<file path="src/rtl/core/cpram_pkg.sv">
package cpram_pkg;

  localparam int unsigned PaletteCount    = 8;
  localparam int unsigned ColorsPerPal    = 4;
  localparam int unsigned WordsPerMem     = PaletteCount * ColorsPerPal;
  localparam int unsigned WordAddrWidth   = $clog2(WordsPerMem);
  localparam int unsigned WordWidth       = 16;
  localparam int unsigned ByteWidth       = 8;
  localparam int unsigned RgbaWidth       = 32;
  localparam int unsigned ChannelWidth    = 5;

  localparam logic [ByteWidth-1:0] AlphaOpaque = 8'hFF;

  localparam int unsigned IdxHighBit    = 0;
  localparam int unsigned IdxAutoIncBit = 7;
  localparam int unsigned IdxCountWidth = 6;

  typedef enum logic [1:0] {
    CMD_WRITE_INDEX = 2'd0,
    CMD_WRITE_DATA  = 2'd1,
    CMD_READ_DATA   = 2'd2,
    CMD_LOOKUP      = 2'd3
  } command_t;

  typedef logic [WordWidth-1:0] word_t;

  function automatic logic [RgbaWidth-1:0] expand_color(input word_t word);
    logic [ByteWidth-1:0] red;
    logic [ByteWidth-1:0] green;
    logic [ByteWidth-1:0] blue;
    red   = {word[ChannelWidth-1:0], 3'b000};
    green = {word[2*ChannelWidth-1:ChannelWidth], 3'b000};
    blue  = {word[3*ChannelWidth-1:2*ChannelWidth], 3'b000};
    return {red, green, blue, AlphaOpaque};
  endfunction

endpackage

</file>
<file path="src/rtl/core/color_palette_ram_auto_index_unit.sv">
// Palette memory block with a background and an object memory, each holding 8 palettes
// of 4 BGR555 colours in 16-bit words, addressed byte-wise through an index register with
// optional auto-increment. Every beat carries one command: index write, data byte write,
// data byte read or colour lookup (RGBA, 8 bits a channel, alpha 255), and gives exactly
// one result beat. One beat is taken every cycle unless a stalled result holds the input
// register; a beat passes the input register and then the result register. The
// palette words sit in flip-flops that reset clears, read through one 32-way word select
// per cycle, so a data write is read, merged and written back within its single pass.
module color_palette_ram_auto_index_unit (
  input  logic                                 clk,
  input  logic                                 rst,
  input  logic                                 in_valid,
  output logic                                 in_stall,
  input  logic [1:0]                           command,
  input  logic                                 target,
  input  logic [7:0]                           data_byte,
  input  logic [2:0]                           palette_number,
  input  logic [1:0]                           color_number,
  output logic                                 out_valid,
  input  logic                                 out_stall,
  output logic [7:0]                           read_byte,
  output logic [cpram_pkg::RgbaWidth-1:0]      color_rgba,
  output logic [7:0]                           index_value
);
  import cpram_pkg::*;

  word_t bg_mem [WordsPerMem];
  word_t obj_mem [WordsPerMem];
  logic [ByteWidth-1:0] bg_idx;
  logic [ByteWidth-1:0] obj_idx;

  logic                 s1_valid;
  command_t             s1_cmd;
  logic                 s1_target;
  logic [ByteWidth-1:0] s1_data;
  logic [2:0]           s1_pal;
  logic [1:0]           s1_col;

  logic out_adv;
  logic go;

  logic [ByteWidth-1:0]     sel_idx;
  logic [WordAddrWidth-1:0] idx_addr;
  logic [WordAddrWidth-1:0] rd_addr;
  word_t                    rd_word;
  word_t                    merged;
  logic [ByteWidth-1:0]     idx_next;
  logic [ByteWidth-1:0]     read_byte_next;
  logic [RgbaWidth-1:0]     color_next;

  assign out_adv  = !out_valid || !out_stall;
  assign go       = s1_valid && out_adv;
  assign in_stall = s1_valid && !out_adv;

  // input register
  always_ff @(posedge clk) begin
    if (rst) begin
      s1_valid <= 1'b0;
    end else if (!in_stall) begin
      s1_valid <= in_valid;
    end
  end

  always_ff @(posedge clk) begin
    if (in_valid && !in_stall) begin
      s1_cmd    <= command_t'(command);
      s1_target <= target;
      s1_data   <= data_byte;
      s1_pal    <= palette_number;
      s1_col    <= color_number;
    end
  end

  // single pass over the registered beat
  always_comb begin
    sel_idx  = s1_target ? obj_idx : bg_idx;
    idx_addr = sel_idx[WordAddrWidth:1];
    rd_addr  = (s1_cmd == CMD_LOOKUP) ? {s1_pal, s1_col} : idx_addr;
    rd_word  = s1_target ? obj_mem[rd_addr] : bg_mem[rd_addr];

    if (sel_idx[IdxHighBit]) begin
      merged = {s1_data, rd_word[ByteWidth-1:0]};
    end else begin
      merged = {rd_word[WordWidth-1:ByteWidth], s1_data};
    end

    idx_next       = sel_idx;
    read_byte_next = '0;
    color_next     = '0;
    case (s1_cmd)
      CMD_WRITE_INDEX: begin
        idx_next = s1_data;
      end
      CMD_WRITE_DATA: begin
        color_next = expand_color(merged);
        if (sel_idx[IdxAutoIncBit]) begin
          idx_next = {sel_idx[ByteWidth-1:IdxCountWidth],
                      sel_idx[IdxCountWidth-1:0] + IdxCountWidth'(1)};
        end
      end
      CMD_READ_DATA: begin
        read_byte_next = sel_idx[IdxHighBit] ? rd_word[WordWidth-1:ByteWidth]
                                             : rd_word[ByteWidth-1:0];
      end
      CMD_LOOKUP: begin
        color_next = expand_color(rd_word);
      end
      default: begin
        idx_next = sel_idx;
      end
    endcase
  end

  // palette words and index registers
  always_ff @(posedge clk) begin
    if (rst) begin
      bg_idx  <= '0;
      obj_idx <= '0;
      for (int i = 0; i < WordsPerMem; i++) begin
        bg_mem[i]  <= '0;
        obj_mem[i] <= '0;
      end
    end else if (go) begin
      if (s1_target) begin
        obj_idx <= idx_next;
      end else begin
        bg_idx <= idx_next;
      end
      if (s1_cmd == CMD_WRITE_DATA) begin
        if (s1_target) begin
          obj_mem[idx_addr] <= merged;
        end else begin
          bg_mem[idx_addr] <= merged;
        end
      end
    end
  end

  // result register
  always_ff @(posedge clk) begin
    if (rst) begin
      out_valid <= 1'b0;
    end else if (out_adv) begin
      out_valid <= s1_valid;
    end
  end

  always_ff @(posedge clk) begin
    if (go) begin
      read_byte   <= read_byte_next;
      color_rgba  <= color_next;
      index_value <= idx_next;
    end
  end

  a_hold_input: assert property (@(posedge clk) disable iff (rst)
    (s1_valid && !out_adv) |=> s1_valid)
    else $error("input register dropped a held beat");

  a_read_zero: assert property (@(posedge clk) disable iff (rst)
    (go && s1_cmd != CMD_READ_DATA) |=> (read_byte == '0))
    else $error("read byte not zero outside a read");

  a_lookup_keeps_index: assert property (@(posedge clk) disable iff (rst)
    (go && s1_cmd == CMD_LOOKUP) |=> ($stable(bg_idx) && $stable(obj_idx)))
    else $error("lookup changed an index register");

  a_inc_keeps_top: assert property (@(posedge clk) disable iff (rst)
    (go && s1_cmd == CMD_WRITE_DATA) |=>
      (index_value[ByteWidth-1:IdxCountWidth] ==
       $past(sel_idx[ByteWidth-1:IdxCountWidth])))
    else $error("data write altered index bits 6 and 7");

  a_alpha: assert property (@(posedge clk) disable iff (rst)
    (go && (s1_cmd == CMD_WRITE_DATA || s1_cmd == CMD_LOOKUP)) |=>
      (color_rgba[ByteWidth-1:0] == AlphaOpaque))
    else $error("colour result without opaque alpha");

endmodule

</file>
<file path="config.mk">
export PLATFORM = sky130hd
export DESIGN_NAME = color_palette_ram_auto_index_unit
export DESIGN_NICKNAME = d
export VERILOG_FILES = /design/src/rtl/core/cpram_pkg.sv /design/src/rtl/core/color_palette_ram_auto_index_unit.sv
export SDC_FILE = /design/constraint.sdc
export NUM_CORES = 2
export LEC_CHECK = 0
export ABC_AREA = 0
export BUFFER_PORTS_ARGS = -buffer_cell sky130_fd_sc_hd__buf_2
export CAP_MARGIN = 20
export CORE_MARGIN = 3
export CORE_UTILIZATION = 25
export CTS_BUF_LIST = sky130_fd_sc_hd__clkbuf_2
export DETAILED_ROUTE_END_ITERATION = 10
export PLACE_DENSITY = 0.48
export SKIP_CTS_REPAIR_TIMING = 1
export SLEW_MARGIN = 20
export SYNTH_ARGS = -nofsm -noshare
export SYNTH_HDL_FRONTEND = slang
export SYNTH_SLANG_ARGS = --single-unit
</file>
<file path="constraint.sdc">
create_clock -name clk -period 5.95 [get_ports clk]
set_input_delay 0.595 -clock clk [delete_from_list [all_inputs] [get_ports clk]]
set_output_delay 0.595 -clock clk [all_outputs]
set_load 0.01 [all_outputs]
</file>
== Word level (Yosys, flattened, before mapping) ==
Memories as Yosys holds them, arrays and structs flattened.
Index checks and enable logic that the tools add are counted.

* Flip-flop bits (word level): 82
* Bits in writable memories: 1,024
* Output and inout bits: 50
* Word-level logic and storage cells: 58
* Memories: 2

{| class="wikitable"
|+ Memories
! memory !! words !! bits a word !! rd ports !! clocked after Yosys merged registers in !! wr ports !! line !! text
|-
| bg_mem || 32 || 16 || 1 || 0 || 32 || color_palette_ram_auto_index_unit.sv:27 || <nowiki>word_t bg_mem [WordsPerMem];</nowiki>
|-
| obj_mem || 32 || 16 || 1 || 0 || 32 || color_palette_ram_auto_index_unit.sv:28 || <nowiki>word_t obj_mem [WordsPerMem];</nowiki>
|}

* Add/sub/neg operators: 1
* Eq/ne operators: 3
* Muxes and demuxes: 26
* Bitwise gates (word level): 1
* Reductions and logical operators: 13

{| class="wikitable"
|+ Operators by type and width
! operator !! number
|-
| two-way mux 16 bit || 4
|-
| case mux 32 bit (2 select lines) || 1
|-
| OR reduction 16 bit || 2
|-
| two-way mux 8 bit || 3
|-
| case mux 8 bit (2 select lines) || 1
|-
| two-way mux 5 bit || 3
|-
| two-way mux 1 bit || 14
|-
| adder 6 x 1 -> 6 bit (second input constant) || 1
|-
| equality test 2 bit (second input constant) || 2
|-
| logical NOT 1 bit || 4
|-
| AND reduction 2 bit || 2
|-
| logical AND 1 bit || 3
|-
| equality test 2 x 1 -> 1 bit (second input constant) || 1
|-
| logical NOT 2 bit || 1
|-
| logical OR 1 bit || 1
|-
| inverter 1 bit || 1
|}

== Logic depth before layout (Yosys ltp) ==
* Word-level depth: 8
* Depth in mapped cells: 16

== Least setup slack after synthesis ==
Ideal clock, no wire load.

* Path kind: input to register
* Start: in out_stall
* End: mem obj_mem[8][0] (netlist name), enable pin
* Library setup time: 375 ps
* Data arrival time: 3,038 ps
* Required time: 5,575 ps
* Path slack: 2,537 ps
* Cell stages on the path: 6
* Buffers on the path: 0
* Cell sequence: nand2_1 > and2_1 > nand4_1 > nor3_1 > nand2_1 > nand2b_1

{| class="wikitable"
|+ RTL lines
! element !! line !! text
|-
| start: declaration || color_palette_ram_auto_index_unit.sv:20 || <nowiki>input logic out_stall,</nowiki>
|-
| end: declaration || color_palette_ram_auto_index_unit.sv:28 ||
|}

== Worst setup path in the final report ==
* Start: reg s1_target
* End: reg color_rgba[13] (netlist name), data pin

* Word-level cells in the longest chain between the ends: 6

{| class="wikitable"
|+ RTL lines
! element !! line !! text
|-
| start: declaration || color_palette_ram_auto_index_unit.sv:34 || <nowiki>logic s1_target;</nowiki>
|-
| start signal: assignment || color_palette_ram_auto_index_unit.sv:67 || <nowiki>s1_target <= target;</nowiki>
|-
| two-way mux 8 bit || color_palette_ram_auto_index_unit.sv:76 || <nowiki>sel_idx = s1_target ? obj_idx : bg_idx;</nowiki>
|-
| two-way mux 5 bit || color_palette_ram_auto_index_unit.sv:78 || <nowiki>rd_addr = (s1_cmd == CMD_LOOKUP) ? {s1_pal, s1_col} : idx_addr;</nowiki>
|-
| memory (32 x 16 bit) (on tied branches) || -- ||
|-
| two-way mux 16 bit || color_palette_ram_auto_index_unit.sv:79 || <nowiki>rd_word = s1_target ? obj_mem[rd_addr] : bg_mem[rd_addr];</nowiki>
|-
| two-way mux 16 bit || color_palette_ram_auto_index_unit.sv:81 || <nowiki>if (sel_idx[IdxHighBit]) begin</nowiki>
|-
| case mux 32 bit (2 select lines) (*) || color_palette_ram_auto_index_unit.sv:90 || <nowiki>case (s1_cmd)</nowiki>
|-
| net color_next[13] || color_palette_ram_auto_index_unit.sv:49 || <nowiki>logic [RgbaWidth-1:0] color_next;</nowiki>
|-
| end signal: assignment || color_palette_ram_auto_index_unit.sv:151 || <nowiki>color_rgba <= color_next;</nowiki>
|-
| end: declaration || color_palette_ram_auto_index_unit.sv:22 || <nowiki>output logic [cpram_pkg::RgbaWidth-1:0] color_rgba,</nowiki>
|}

Mark *: on every way through the listed nets, which the timed path passes. The rest lies on a longest branch.
A chain may end at the register's enable or synchronous reset.

==> impl_metrics.ini <==
[die]
core-area_mm2 = 0.191
boundaryPins = 70
area_of_the_die_mm2 = 0.199
num_rows = 160
die-height_um = 446
start_util = 0.253
floorplan.die.width_um = 446

[logic_synthesis]
synth_top_area_frac = 0.665
synth_top_area_cell = sky130_fd_sc_hd__edfxtp_1
synth-warning-count = 0
ys_ff_latch = 1090
post_synth_instance_area_mm2 = 0.0484
synthFlopType = sky130_fd_sc_hd__edfxtp_1
syn_area_per_cell_um2 = 13.2
synthesis.instances = 3675
number_of_enable_type_register_cells_in_the_synthesized_netlist = 1072
asyncSetResetFlopFracSynth = 0
synth.area.top_cells = sky130_fd_sc_hd__edfxtp_1 67%, sky130_fd_sc_hd__nor2_1 8.4%, sky130_fd_sc_hd__mux4_2 7.2%
yosysSeqAreaShare = 0.672
netlist-cell-type-count = 81

[clock_tree]
clockBufferDepth = 4
clkTransAtPathRegs_ns = 0.12
cts_root_buffer = sky130_fd_sc_hd__clkbuf_2
cts.sink_count = 1090
numCtsBuffers = 302
tritoncts = built
cts_max_level = 5
clock_insertion_delay_worst_skew_ns = 1.65

[outcome]
status = finished clean

[worst_setup_path]
critical_path_class = flip-flop to flip-flop
critical_path.slowest_cell = sky130_fd_sc_hd__o21ai_4
worst-endpoint-required_ns = 7.28
largest_delay_contributor_family_on_the_critical_path = compound AO/OA/AOI/OAI gates
critical_path.max_fanout = 20
crit_path_end_kind = flip-flop
critical_path_buffer_and_inverter_count = 3
start_kind = flip-flop
worst_path_largest_cell_delay_ns = 0.69
cp_cell_sequence = buf_4 > mux2_2 > o21ai_4 > buf_4 > nand2_1 > buf_4 > a221oi_1 > nor4_1 > nor4_1 > nor2_1 > a21oi_1
worst_path_most_repeated_cell = sky130_fd_sc_hd__buf_4
critPathArrivalTime_ns = 6.54

[global_routing]
grt_max_degree = 94
antenna_found_initial = 8
global_route.overflow_total = 0
vias_in_the_first_global_route = 33100
grt_use_total = 0.172
grt_first_pass_wirelength_mm = 248

[detailed_routing]
dr.first_iter.drc_count = 3913
num_vias = 33400
post-route-drc-count = 0
antenna_left = 0
drt-wirelength-per-cell_um = 26.2
routed_wl_mm = 175
post_dr_vias_cell = 5.02
dr.pass1.iters = 8

[sta]
tns_ns = 0
max_clock_freq_mhz = 192
grt_setup_unrepaired = false
worstMarginPinSlew_ns = 1.17
final.period_utilization = 0.876
report.final.hold_viol_count = 0
skew_ns = 0.136
max-slew-margin-rel = 0.214
setup_viol = 0
drv_slew = 0
layout_min_cycle_time_ns = 5.21

[cells_and_area]
fillCellCount = 19600
area.growth.synth_to_final_pct = 13.7
layout_commonest_cell = sky130_fd_sc_hd__nor2_1
top_library_cells_by_usage_in_the_layout_fill_and_taps_aside = 1078 x sky130_fd_sc_hd__nor2_1, 1072 x sky130_fd_sc_hd__edfxtp_1, 435 x sky130_fd_sc_hd__clkbuf_2
final_core_utilization = 0.288
finalNetCount = 3985
drive_above_1_share = 0.228

[place]
routabilityCongestion = 0.908
post-dp-hpwl_mm = 110
io_buffer_count = 60

[min_path]
min-delay-path-class = input port to flip-flop

[power]
power_density_mw_per_mm2 = 288
leakagePower_nw = 19.4
peakVddDrop_mv = 0.206

[job]
cap_viol_max_count = 0
## per-stage QoR
step	power (mW)	instances	hold WS [ns]	setup WS [ns]	area [um^2]
6_report	15.8	6662	0.127	0.741	55100
3_5_place_dp	10.8	6127	0.489	0.789	52100
4_1_cts	15.9	6614	-1.13	0.766	54600
3_3_place_gp	10.8	6126	0.475	0.773	52100
2_1_floorplan	9.95	3683	0.456	2.54	48400
5_1_grt	16.5	6659	0.00337	0.729	55100
## cell usage after synthesis, drive strengths merged (15+ instances only)
cell type and n:
nor2 1079, edfxtp 1072, nand2 250, buf 188
mux4 154, clkbuf 141, mux2i 86, nand2b 73
a221oi 72, a21oi 67, and2 64, nor3 43
a22oi 36, o21ai 30, a211oi 25, mux2 24
o211ai 24, a31oi 21, dfxtp 18, o22ai 17
nand3 16, a22o 15
## power breakdown
part	total [mW]	leakage (nW)	switching (mW)	internal [mW]
Combinational	1.93	6.25	1.39	0.540
Clock	5.16	1.93	3.19	1.96
Sequential	8.75	11.2	0.0858	8.66
## path summary, 6_finish.rpt
kind              from  cells after the start  slack, ns             end
min           in_valid                      3       0.13       s1_col[0]
min reg2reg  bg_idx[6]                      2       0.53       bg_idx[6]
max reg2reg  s1_target                     11       0.74  color_rgba[13]
max          s1_target                     11       0.74  color_rgba[13]
## sequential cells by signal (all words and copies together), names as in the netlist, 8 cells and up
register	flops
bg_idx	8
bg_mem	512
color_rgba	16
index_value	8
obj_idx	8
obj_mem	512
read_byte	8
s1_data	8
## worst reg2reg max path: cells and delay by family (launching register included)
| family | cells | cell delay, ns |
|---|---|---|
| AOI/OAI and AO/OA | 3 | 1.80 |
| and+or+nand+nor | 4 | 1.13 |
| buffers and inverters | 3 | 0.90 |
| muxes | 1 | 0.60 |
| DFF | 1 | 0.52 |
## metal layers
layer | vias up | global-route usage | share of wire
met1 | 17200 | 0.234 | 0.42
met3 | 390 | 0.0325 | 0.078
met4 | 2 | 0.0889 | 0.052
li1 | 14200 | - | -
met5 | - | 0 | 0.000040
met2 | 1703 | 0.261 | 0.45
## area by class of cell
class / count / area (um^2) / share of cell area
flip-flops and latches: 1090 / 32600 / 0.591
multi-input cells: 2249 / 14400 / 0.261
well taps: 2511 / 3140 / 0.0571
repair buffers: 306 / 2530 / 0.0460
clock buffers: 435 / 2180 / 0.0395
clock inverters: 52 / 230 / 0.00418
inverters: 15 / 56.3 / 0.00102
diodes: 4 / 10.0 / 0.000182
## cell families after synthesis
kind of cell,count (synthesis),synth area share
other cells,1,0.0000775
simple gates,1588,0.136
buf+inv,344,0.0358
fa+ha+maj,1,0.000258
compound gates,387,0.0604
flops,1090,0.672
mux,264,0.0953
Power figures use the tool's default switching activity.
